File: src/rtl/desp_pkg.sv
// Shared types and constants for the directory entry stream parser.
package desp_pkg;

   localparam int MAX_CHUNK_BYTES_DEFAULT = 65536;

   localparam int DATA_W   = 8;
   localparam int CHUNK_W  = 17;
   localparam int INODE_W  = 32;
   localparam int RECLEN_W = 16;

   localparam logic [RECLEN_W-1:0] HEADER_BYTES = 16'd8;
   localparam logic [1:0]          ALIGN_MASK   = 2'd3;

   localparam logic [RECLEN_W-1:0] OFF_INODE_LO = 16'd0;
   localparam logic [RECLEN_W-1:0] OFF_INODE_HI = 16'd3;
   localparam logic [RECLEN_W-1:0] OFF_RECLEN_LO = 16'd4;
   localparam logic [RECLEN_W-1:0] OFF_RECLEN_HI = 16'd5;
   localparam logic [RECLEN_W-1:0] OFF_NAME_LEN = 16'd6;
   localparam logic [RECLEN_W-1:0] OFF_FILE_TYPE = 16'd7;

   typedef enum logic [1:0] {
      ERR_NONE        = 2'd0,
      ERR_SHORT_TAIL  = 2'd1,
      ERR_BAD_RECLEN  = 2'd2,
      ERR_NAME_LENGTH = 2'd3
   } error_kind_type;

   typedef struct packed {
      logic [DATA_W-1:0]  data_byte;
      logic [CHUNK_W-1:0] chunk_bytes;
      logic               walk_start;
   } req_payload_type;

   typedef struct packed {
      logic [INODE_W-1:0] entry_inode;
      logic [7:0]         entry_type;
      logic [7:0]         name_length;
      logic [7:0]         name_byte;
      logic [7:0]         name_index;
      logic               last_of_name;
      error_kind_type     error_kind;
   } rsp_payload_type;

endpackage

File: src/rtl/desp_in_stage.sv
// Input register that holds one request beat until the parser takes it.
module desp_in_stage
   import desp_pkg::*;
(
   input  logic            clock,
   input  logic            reset,
   input  logic            req_valid,
   output logic            req_ready,
   input  req_payload_type req_data,
   input  logic            advance,
   output logic            item_valid,
   output req_payload_type item_data
);

   logic            valid_ff, valid_in;
   req_payload_type data_ff, data_in;

   always_comb begin
      req_ready = !valid_ff || advance;
      valid_in  = valid_ff;
      data_in   = data_ff;
      if (req_ready) begin
         valid_in = req_valid;
         data_in  = req_data;
      end
   end

   always_ff @(posedge clock) begin
      if (reset) begin
         valid_ff <= 1'b0;
      end else begin
         valid_ff <= valid_in;
      end
      data_ff <= data_in;
   end

   assign item_valid = valid_ff;
   assign item_data  = data_ff;

endmodule

File: src/rtl/desp_parser.sv
// Record field capture, validity checks and name byte selection for one beat.
module desp_parser
   import desp_pkg::*;
#(
   parameter int MAX_CHUNK_BYTES = MAX_CHUNK_BYTES_DEFAULT
) (
   input  logic            clock,
   input  logic            reset,
   input  logic            fire,
   input  req_payload_type item,
   input  logic            filetype_enabled,
   output logic            produce,
   output rsp_payload_type result
);

   localparam int POS_W = $clog2(MAX_CHUNK_BYTES + 1);
   localparam logic [CHUNK_W-1:0] MAX_AMOUNT = CHUNK_W'(MAX_CHUNK_BYTES);

   logic [POS_W-1:0]    position_ff, position_in;
   logic [RECLEN_W-1:0] offset_ff, offset_in;
   logic [RECLEN_W-1:0] reclen_ff, reclen_in;
   logic [INODE_W-1:0]  inode_ff, inode_in;
   logic [7:0]          name_count_ff, name_count_in;
   logic [7:0]          type_ff, type_in;
   logic                halted_ff, halted_in;

   logic [CHUNK_W-1:0]  amount;
   logic [CHUNK_W-1:0]  pos;
   logic [RECLEN_W-1:0] off;
   logic                halted_eff;
   logic [CHUNK_W-1:0]  left;
   logic [CHUNK_W-1:0]  start;
   logic [CHUNK_W:0]    room;
   logic [RECLEN_W-1:0] reclen_full;
   logic                reclen_bad;
   logic [RECLEN_W-1:0] idx;
   logic [CHUNK_W-1:0]  next_off;
   logic [CHUNK_W-1:0]  pos_inc;
   logic                error_hit;
   error_kind_type      error_code;

   always_comb begin
      amount = item.chunk_bytes;
      if (amount == '0) begin
         amount = CHUNK_W'(1);
      end else if (amount > MAX_AMOUNT) begin
         amount = MAX_AMOUNT;
      end

      pos        = CHUNK_W'(position_ff);
      off        = offset_ff;
      halted_eff = halted_ff;
      if (item.walk_start) begin
         pos        = '0;
         off        = '0;
         halted_eff = 1'b0;
      end

      left        = (amount > pos) ? (amount - pos) : '0;
      start       = pos - CHUNK_W'(off);
      room        = {1'b0, amount} - {1'b0, start};
      reclen_full = {item.data_byte, reclen_ff[7:0]};
      reclen_bad  = (reclen_full < HEADER_BYTES) || ((reclen_full[1:0] & ALIGN_MASK) != 2'd0)
                    || (!room[CHUNK_W] && (CHUNK_W'(reclen_full) > room[CHUNK_W-1:0]));
      idx         = off - HEADER_BYTES;

      position_in   = position_ff;
      offset_in     = offset_ff;
      reclen_in     = reclen_ff;
      inode_in      = inode_ff;
      name_count_in = name_count_ff;
      type_in       = type_ff;
      halted_in     = halted_ff;
      error_hit     = 1'b0;
      error_code    = ERR_NONE;
      next_off      = '0;
      pos_inc       = '0;
      produce       = 1'b0;
      result        = '0;

      if (fire) begin
         position_in = POS_W'(pos);
         offset_in   = off;
         halted_in   = halted_eff;
         if (!halted_eff) begin
            priority if (off == OFF_INODE_LO) begin
               if (left < CHUNK_W'(HEADER_BYTES)) begin
                  error_hit  = 1'b1;
                  error_code = ERR_SHORT_TAIL;
               end else begin
                  inode_in = INODE_W'(item.data_byte);
               end
            end else if (off <= OFF_INODE_HI) begin
               inode_in = inode_ff | (INODE_W'(item.data_byte) << {off[1:0], 3'b000});
            end else if (off == OFF_RECLEN_LO) begin
               reclen_in = RECLEN_W'(item.data_byte);
            end else if (off == OFF_RECLEN_HI) begin
               reclen_in = reclen_full;
               if (reclen_bad) begin
                  error_hit  = 1'b1;
                  error_code = ERR_BAD_RECLEN;
               end
            end else if (off == OFF_NAME_LEN) begin
               name_count_in = item.data_byte;
               if (RECLEN_W'(item.data_byte) > (reclen_ff - HEADER_BYTES)) begin
                  error_hit  = 1'b1;
                  error_code = ERR_NAME_LENGTH;
               end
            end else if (off == OFF_FILE_TYPE) begin
               type_in = filetype_enabled ? item.data_byte : 8'd0;
            end else begin
               if ((idx < RECLEN_W'(name_count_ff)) && (inode_ff != '0)
                     && (name_count_ff != 8'd0)) begin
                  produce             = 1'b1;
                  result.entry_inode  = inode_ff;
                  result.entry_type   = type_ff;
                  result.name_length  = name_count_ff;
                  result.name_byte    = item.data_byte;
                  result.name_index   = idx[7:0];
                  result.last_of_name = ((idx + 16'd1) == RECLEN_W'(name_count_ff));
                  result.error_kind   = ERR_NONE;
               end
            end

            if (error_hit) begin
               produce           = 1'b1;
               result            = '0;
               result.error_kind = error_code;
               halted_in         = 1'b1;
            end else begin
               next_off = CHUNK_W'(off) + CHUNK_W'(1);
               if ((next_off >= CHUNK_W'(HEADER_BYTES)) && (next_off >= CHUNK_W'(reclen_in))) begin
                  next_off = '0;
               end
               offset_in = next_off[RECLEN_W-1:0];
               pos_inc   = pos + CHUNK_W'(1);
               if (pos_inc >= amount) begin
                  position_in = '0;
                  offset_in   = '0;
               end else begin
                  position_in = POS_W'(pos_inc);
               end
            end
         end
      end
   end

   always_ff @(posedge clock) begin
      if (reset) begin
         position_ff   <= '0;
         offset_ff     <= '0;
         reclen_ff     <= '0;
         inode_ff      <= '0;
         name_count_ff <= '0;
         type_ff       <= '0;
         halted_ff     <= 1'b0;
      end else begin
         position_ff   <= position_in;
         offset_ff     <= offset_in;
         reclen_ff     <= reclen_in;
         inode_ff      <= inode_in;
         name_count_ff <= name_count_in;
         type_ff       <= type_in;
         halted_ff     <= halted_in;
      end
   end

endmodule

File: src/rtl/desp_out_stage.sv
// Result register that presents one response beat until it is taken.
module desp_out_stage
   import desp_pkg::*;
(
   input  logic            clock,
   input  logic            reset,
   input  logic            load,
   input  logic            load_valid,
   input  rsp_payload_type load_data,
   output logic            rsp_valid,
   input  logic            rsp_ready,
   output rsp_payload_type rsp_data
);

   logic            valid_ff, valid_in;
   rsp_payload_type data_ff, data_in;

   always_comb begin
      valid_in = valid_ff;
      data_in  = data_ff;
      if (load) begin
         valid_in = load_valid;
         data_in  = load_data;
      end else if (rsp_ready) begin
         valid_in = 1'b0;
      end
   end

   always_ff @(posedge clock) begin
      if (reset) begin
         valid_ff <= 1'b0;
      end else begin
         valid_ff <= valid_in;
      end
      data_ff <= data_in;
   end

   assign rsp_valid = valid_ff;
   assign rsp_data  = data_ff;

endmodule

File: src/rtl/directory_entry_stream_parser_core.sv
// Top level of the directory entry stream parser.
//
//  Channel  Direction  Handshake            Beat contents
//  req      in         req_valid/req_ready  one directory byte, chunk length, walk start
//  rsp      out        rsp_valid/rsp_ready  one name byte with entry fields, or an error
//  csr      in         csr_write_enable     file type enable bit
//
// A byte waits in the input register until the parser takes it, and any response beat it makes is
// visible the cycle after that; one byte is taken every cycle while the response is not stalled.
// The input register refills in the same cycle that the parser consumes it.
// Reset is synchronous and clears the walk position, the halt flag and both stages;
// the file type enable comes out of reset set.
// A stalled response holds the parser and, through it, the input register.
module directory_entry_stream_parser_core
   import desp_pkg::*;
#(
   parameter int MAX_CHUNK_BYTES = MAX_CHUNK_BYTES_DEFAULT
) (
   input  logic            clock,
   input  logic            reset,
   input  logic            req_valid,
   output logic            req_ready,
   input  req_payload_type req_data,
   output logic            rsp_valid,
   input  logic            rsp_ready,
   output rsp_payload_type rsp_data,
   input  logic            csr_write_enable,
   input  logic            csr_write_data
);

   logic            filetype_ff, filetype_in;
   logic            item_valid;
   req_payload_type item_data;
   logic            advance;
   logic            produce;
   rsp_payload_type result;

   assign filetype_in = csr_write_enable ? csr_write_data : filetype_ff;

   always_ff @(posedge clock) begin
      if (reset) begin
         filetype_ff <= 1'b1;
      end else begin
         filetype_ff <= filetype_in;
      end
   end

   assign advance = item_valid && (!rsp_valid || rsp_ready);

   desp_in_stage u_in_stage (
      .clock      (clock),
      .reset      (reset),
      .req_valid  (req_valid),
      .req_ready  (req_ready),
      .req_data   (req_data),
      .advance    (advance),
      .item_valid (item_valid),
      .item_data  (item_data)
   );

   desp_parser #(
      .MAX_CHUNK_BYTES (MAX_CHUNK_BYTES)
   ) u_parser (
      .clock            (clock),
      .reset            (reset),
      .fire             (advance),
      .item             (item_data),
      .filetype_enabled (filetype_ff),
      .produce          (produce),
      .result           (result)
   );

   desp_out_stage u_out_stage (
      .clock      (clock),
      .reset      (reset),
      .load       (advance),
      .load_valid (produce),
      .load_data  (result),
      .rsp_valid  (rsp_valid),
      .rsp_ready  (rsp_ready),
      .rsp_data   (rsp_data)
   );

endmodule

File: config.mk
export PLATFORM = sky130hd
export DESIGN_NAME = directory_entry_stream_parser_core
export DESIGN_NICKNAME = d
export VERILOG_FILES = /design/src/rtl/desp_pkg.sv /design/src/rtl/desp_in_stage.sv /design/src/rtl/desp_parser.sv /design/src/rtl/desp_out_stage.sv /design/src/rtl/directory_entry_stream_parser_core.sv
export SDC_FILE = /design/constraint.sdc
export NUM_CORES = 1
export LEC_CHECK = 0
export BUFFER_PORTS_ARGS = -buffer_cell sky130_fd_sc_hd__buf_2
export CORE_ASPECT_RATIO = 1.5
export CORE_MARGIN = 2
export CORE_UTILIZATION = 50
export CTS_CLUSTER_DIAMETER = 100
export DETAILED_ROUTE_END_ITERATION = 7
export GPL_ROUTABILITY_DRIVEN = 0
export PLACE_DENSITY = 0.68
export REMOVE_ABC_BUFFERS = 1
export SYNTH_ARGS = -nofsm -noshare
export SYNTH_HDL_FRONTEND = slang
export SYNTH_SLANG_ARGS = --single-unit
File: constraint.sdc
create_clock -name clock -period 15.05 [get_ports clock]
set_input_delay 3.01 -clock clock [delete_from_list [all_inputs] [get_ports clock]]
set_output_delay 3.01 -clock clock [all_outputs]
set_load 0.02 [all_outputs]
Word level (Yosys, flattened, before mapping):

Index checks and enable logic that the tools add are counted.

* flip-flop bits (word level): 194
* input bits: 32
* output and inout port bits: 69
* logic and storage cells: 139

* shift operators: 1
* reduce and logical (&&, ||, !) cells: 24
* bitwise operators: 8
* equal/unequal tests: 6
* add/subtract/negate cells: 8
* $lt $le $gt $ge: 11
* muxes and demuxes: 61

Operators by type and width (number)
* two-way mux 16 bit: 11
* two-way mux 17 bit: 7
* two-way mux 32 bit: 3
* == test 16 x 3 -> 1 bit (second input constant): 4
* bitwise OR 32 bit: 1
* nonzero test 32 bit: 1
* left shift 8 x 5 -> 32 bit: 1
* subtractor 16 x 4 -> 16 bit (second input constant): 2
* two-way mux 2 bit: 14
* two-way mux 1 bit: 25
* subtractor 17 x 17 -> 18 bit: 1
* adder 16 x 1 -> 17 bit (second input constant): 1
* adder 17 x 1 -> 17 bit (second input constant): 1
* greater-or-equal comparator 17 x 16 -> 1 bit: 1
* greater-or-equal comparator 17 bit: 1
* greater-or-equal comparator 17 x 4 -> 1 bit (second input constant): 1
* > comparator 16 x 17 -> 1 bit: 1
* > comparator 17 bit: 1
* > comparator 17 bit (second input constant): 1
* logical NOT 17 bit: 1
* less-than comparator 17 x 4 -> 1 bit (second input constant): 1
* subtractor 17 x 16 -> 17 bit: 1
* subtractor 17 bit: 1
* adder 16 x 1 -> 16 bit (second input constant): 1
* 19 further kinds: 36

Logic depth before layout (Yosys ltp):

* depth in word-level cells: 17
* mapped depth: 40
* depth with buffers taken out: 36

By module:

From an unflattened synthesis, not the netlist that was laid out.

* cells, all modules: 1503
* area, all modules: 13345.3 sq um

Modules (own cells, without submodules)
* desp_parser: area each 10422.5 sq um, cells each 1397, instances 1, sequential area each 1961.9 sq um
* desp_out_stage: area each 2049.5 sq um, cells each 71, instances 1, sequential area each 2031.9 sq um
* desp_in_stage: area each 827.0 sq um, cells each 30, instances 1, sequential area each 800.8 sq um
* directory_entry_stream_parser_core: area each 46.3 sq um, cells each 5, instances 1, sequential area each 20.0 sq um

Least setup slack after synthesis:

Ideal clock, no wire load.

* path type: reg-to-reg
* start point: register u_in_stage.data_ff (netlist bit u_in_stage.item_data[0])
* end point: register u_parser.offset_ff[10]
* arrival time: 7.286 ns
* buffers on the path: 5
* setup time: 0.086 ns
* path slack: 7.679 ns
* data required time: 14.964 ns
* clock period less this slack: 7.371 ns
* cell stages (with the launch flop): 41
* cell sequence: edfxtp_1 buf_6 inv_1 clkbuf_1 clkbuf_1 buf_1 nand2_1 ha_1 inv_1 ha_1 nor2_1 or3_1 o2bb2ai_1 a21oi_1 a211o_1 a21oi_1 xnor2_1 ha_1 [5 not listed] o21bai_1 a21oi_1 o21bai_1 a21oi_1 xor2_1 ha_1 a211oi_1 o211ai_1 a21oi_1 a21boi_0 nand4_1 mux2i_1 nor3_2 or4b_4 nor2_4 buf_4 nand2_1 a211oi_1

* word-level cells in the longest chain between the ends: 15
* elaborated cells on any way between the ends: 43
* classes of those cells: 5 x add/sub; 7 x order compare; 3 x eq/ne; 23 x mux; 5 x reduce/logical

Ends and longest elaborated chain
* from (decl): RTL line desp_in_stage.sv:16 `req_payload_type data_ff, data_in;`
* from (signal assigned): RTL line desp_in_stage.sv:34 `data_ff <= data_in;`
* two-way mux 17 bit / two-way mux 16 bit (equally long branches): RTL line desp_parser.sv:53 `if (item.walk_start) begin`
* subtractor 17 x 16 -> 17 bit: RTL line desp_parser.sv:60 `start = pos - CHUNK_W'(off);`
* subtractor 17 x 17 -> 18 bit: RTL line desp_parser.sv:61 `room = {1'b0, amount} - {1'b0, start};`
* > comparator 16 x 17 -> 1 bit / logical NOT 1 bit (equally long branches): RTL line desp_parser.sv:64 `|| (!room[CHUNK_W] && (CHUNK_W'(reclen_full) > room[CHUNK_W-1:0]));`
* logical AND 1 bit: RTL line desp_parser.sv:64
* logical OR 1 bit: RTL line desp_parser.sv:64
* two-way mux 1 bit: RTL line desp_parser.sv:99 `if (reclen_bad) begin`
* two-way mux 1 bit: RTL line desp_parser.sv:97 `end else if (off == OFF_RECLEN_HI) begin`
* two-way mux 1 bit: RTL line desp_parser.sv:95 `end else if (off == OFF_RECLEN_LO) begin`
* two-way mux 1 bit: RTL line desp_parser.sv:93 `end else if (off <= OFF_INODE_HI) begin`
* two-way mux 1 bit: RTL line desp_parser.sv:86 `priority if (off == OFF_INODE_LO) begin`
* two-way mux 1 bit: RTL line desp_parser.sv:85 `if (!halted_eff) begin`
* two-way mux 1 bit: RTL line desp_parser.sv:81 `if (fire) begin`
* two-way mux 16 bit: RTL line desp_parser.sv:125 `if (error_hit) begin`
* two-way mux 16 bit (*): RTL line desp_parser.sv:85
* to (signal assigned): RTL line desp_parser.sv:159 `offset_ff <= offset_in;`
* to (decl): RTL line desp_parser.sv:20 `logic [RECLEN_W-1:0] offset_ff, offset_in;`

Mark *: on every way between the ends. The rest lies on a longest branch, timed or not. The select of a mux whose other input is x is not followed.
A chain may end at the register's enable or synchronous reset.

Worst setup path after layout:

Ends and elaborated chain as after synthesis.

==> flow_metrics.env <==
export IMPL_status="finished clean"
export IMPL_preCtsSetupSlack_ns=6.73
export IMPL_core_area_mm2=0.0270
export IMPL_grt_total_usage_pct=28.7
export IMPL_die_y_um=206
export IMPL_ios=101
export IMPL_post_route_min_period_ns=8.56
export IMPL_ir_worst_vdd_mv=0.0838
export IMPL_synth_ff_type="dfxtp_1"
export IMPL_synth_seq_cells=194
export IMPL_yosysSeqAreaShare_pct=35.3
export IMPL_final_cells=1975
export IMPL_slowest_stage="or4b_4"
export IMPL_grt_pass1_vias=12000
export IMPL_power_total_mw=1.44
export IMPL_dieWidth_um=139
export IMPL_vias=12400
export IMPL_grt_pass1_wl_mm=64.1
export IMPL_start_util_pct=50.4
export IMPL_wl_per_cell_um=21.0
export IMPL_timing_final_crit_share_pct=56.9
export IMPL_holdWs_ns=0.472
export IMPL_grt_overflow=0
export IMPL_synth_top_area_cell="edfxtp_1"
export IMPL_synthCells=1566
export IMPL_cp_arrival_ns=8.93
export IMPL_worstSetupEndpointType="flop"
export IMPL_critPathLaunchType="flop"
export IMPL_grt_max_degree=91
export IMPL_yosys_warnings=0
export IMPL_layout_commonest_cell="nand2_1"
export IMPL_required_ns=15.42
export IMPL_placed_cells=1943
export IMPL_cp_max_fo=31
export IMPL_fin_tns_setup_ns=0
export IMPL_cts_sinks=194
export IMPL_p_leak_nw=6.12
export IMPL_slew_headroom_pct=18.4
export IMPL_fmax_mhz=117
export IMPL_synth_avg_cell_area_um2=8.71
export IMPL_cts_clk_slew_worst_paths_ns=0.08
export IMPL_rows=74
export IMPL_postRouteAntennaNets=0
export IMPL_cts_tree="done"
export IMPL_finalNetCount=1762
export IMPL_dieArea_mm2=0.0286
export IMPL_yosysUniqueCellTypes=93
export IMPL_final_cell_mix="131 x nand2_1, 129 x nor2_1, 109 x ha_1"
export IMPL_crit_type="flop to flop"
export IMPL_cts_resized=0
export IMPL_clockBufferDepth=2
export IMPL_hold_viol=0
export IMPL_slowest_delay_ns=0.59
export IMPL_finalSetupViolations=0
export IMPL_drv_slew=0
export IMPL_root_buffer="clkbuf_16"
export IMPL_drive_gt1_share_pct=11.5
export IMPL_drt_iter0_markers=989
export IMPL_hold_buffers=0
export IMPL_power_density_mw_per_mm2=96.2
export IMPL_diodes=0
export IMPL_maxCapViolations=0
export IMPL_clock_latency_ns=0.47
export IMPL_via_per_inst=6.30
export IMPL_drc=0
export IMPL_ys_top_cells_by_area="edfxtp_1 20%, dfxtp_1 15%, ha_1 10%"
export IMPL_synth_area_mm2=0.0136
export IMPL_io_buffer_count=100
export IMPL_clock_skew_final_ns=0.0210
export IMPL_post_cts_setup_buffer_count=0
export IMPL_tightest_slew_ns=1.21
export IMPL_synth_top_area_share_pct=20.5
export IMPL_htreeDepth=4
export IMPL_cpLargestDelayFamily="compound AO/OA/AOI/OAI gates"
export IMPL_rsz0062_at_grt="false"
export IMPL_min_path_type="flop to flop"
export IMPL_place_hpwl_mm=31.5
export IMPL_synth_edf_count=93
export IMPL_wl_mm=41.5
export IMPL_fin_ws_ns=6.49
export IMPL_cp_buffers_inverters=5
export IMPL_async_flop_share_pct=0
export IMPL_syn_to_final_growth_pct=9.44
export IMPL_drtPass1Iterations=6
export IMPL_critPathMostFrequentCell="a21oi_1"
export IMPL_antenna_found_initial=0
export IMPL_cts_buffers=17
==> area by class of cell <==
type,instances,area (µm²)
clock inverter,14,144
fill,2518,12100
sequential,194,4810
multi-input combinational,1202,8150
tap,342,428
timing repair buffer,115,613
clock buffer,18,439
inverter,90,339
==> cell usage after synthesis (7+ instances only) <==
| cell type | number |
|---|---|
| a211oi_1 | 31 |
| a21o_1 | 23 |
| a21oi_1 | 87 |
| a22o_1 | 18 |
| a22oi_1 | 12 |
| a31oi_1 | 18 |
| and2_1 | 53 |
| and3_1 | 13 |
| and4_1 | 7 |
| buf_2 | 20 |
| clkbuf_1 | 50 |
| dfxtp_1 | 101 |
| edfxtp_1 | 93 |
| ha_1 | 109 |
| inv_1 | 88 |
| mux2i_1 | 12 |
| nand2_1 | 131 |
| nand2b_1 | 30 |
| nand3_1 | 39 |
| nand4_1 | 26 |
| nor2_1 | 131 |
| nor2b_1 | 36 |
| nor3_1 | 57 |
| nor4_1 | 29 |
| o211ai_1 | 10 |
| o21a_1 | 34 |
| o21ai_0 | 60 |
| o21bai_1 | 7 |
| o31a_1 | 7 |
| o31ai_1 | 8 |
| or2_2 | 7 |
| or3_1 | 13 |
| or4_1 | 9 |
| xnor2_1 | 58 |
| xor2_1 | 22 |
==> kinds of logic after synthesis <==
family	synth area share [%]
flops	35.3
fa+ha+maj	10.4
mux	0.963
xor+xnor	5.14
simple gates	23.7
buf+inv	5.05
compound gates	19.5
==> power breakdown <==
| part | leakage [nW] | switching, mW | internal [mW] |
|---|---|---|---|
| registers | 1.76 | 0.0253 | 0.569 |
| logic | 4.08 | 0.235 | 0.153 |
| clock network | 0.286 | 0.229 | 0.224 |
==> metal layers <==
layer  up-vias  share of wire (%)  wire [µm]  track usage [%]
met5         -                  0          0                0
met4         0                9.2       3820             25.0
met3       205                6.0       2470             5.12
met2       581                 49      20200             50.1
met1      5843                 36      15000             29.8
li1       5818                  -          -                -
==> sequential cells by signal, indices dropped and copies added (netlist names), 8 cells and up <==
register and cells:
u_parser.type_ff 8, u_parser.position_ff 17, u_parser.name_count_ff 8, u_parser.reclen_ff 16
u_in_stage.item_data 26, u_parser.offset_ff 16, u_out_stage.rsp_data 67, u_parser.inode_ff 32
==> per-stage QoR <==
stage          cell area [µm²]  util (%)
4_1_cts                  14900      55.2
5_1_grt                  14900      55.2
3_3_place_gp             14300      53.1
3_5_place_dp             14300      53.1
6_report                 14900      55.2
2_1_floorplan            13300         -
==> path summary, 6_finish.rpt <==
kind                                                from                  endpoint  slack, ns  cells after the start
worst min-delay path            u_parser.position_ff[16]  u_parser.position_ff[16]       0.47                      1
worst max register to register   u_in_stage.item_data[0]    u_parser.offset_ff[10]       6.49                     35
worst min register to register  u_parser.position_ff[16]  u_parser.position_ff[16]       0.47                      1
worst max-delay path             u_in_stage.item_data[0]    u_parser.offset_ff[10]       6.49                     35
(Power assumes the default switching activity.)
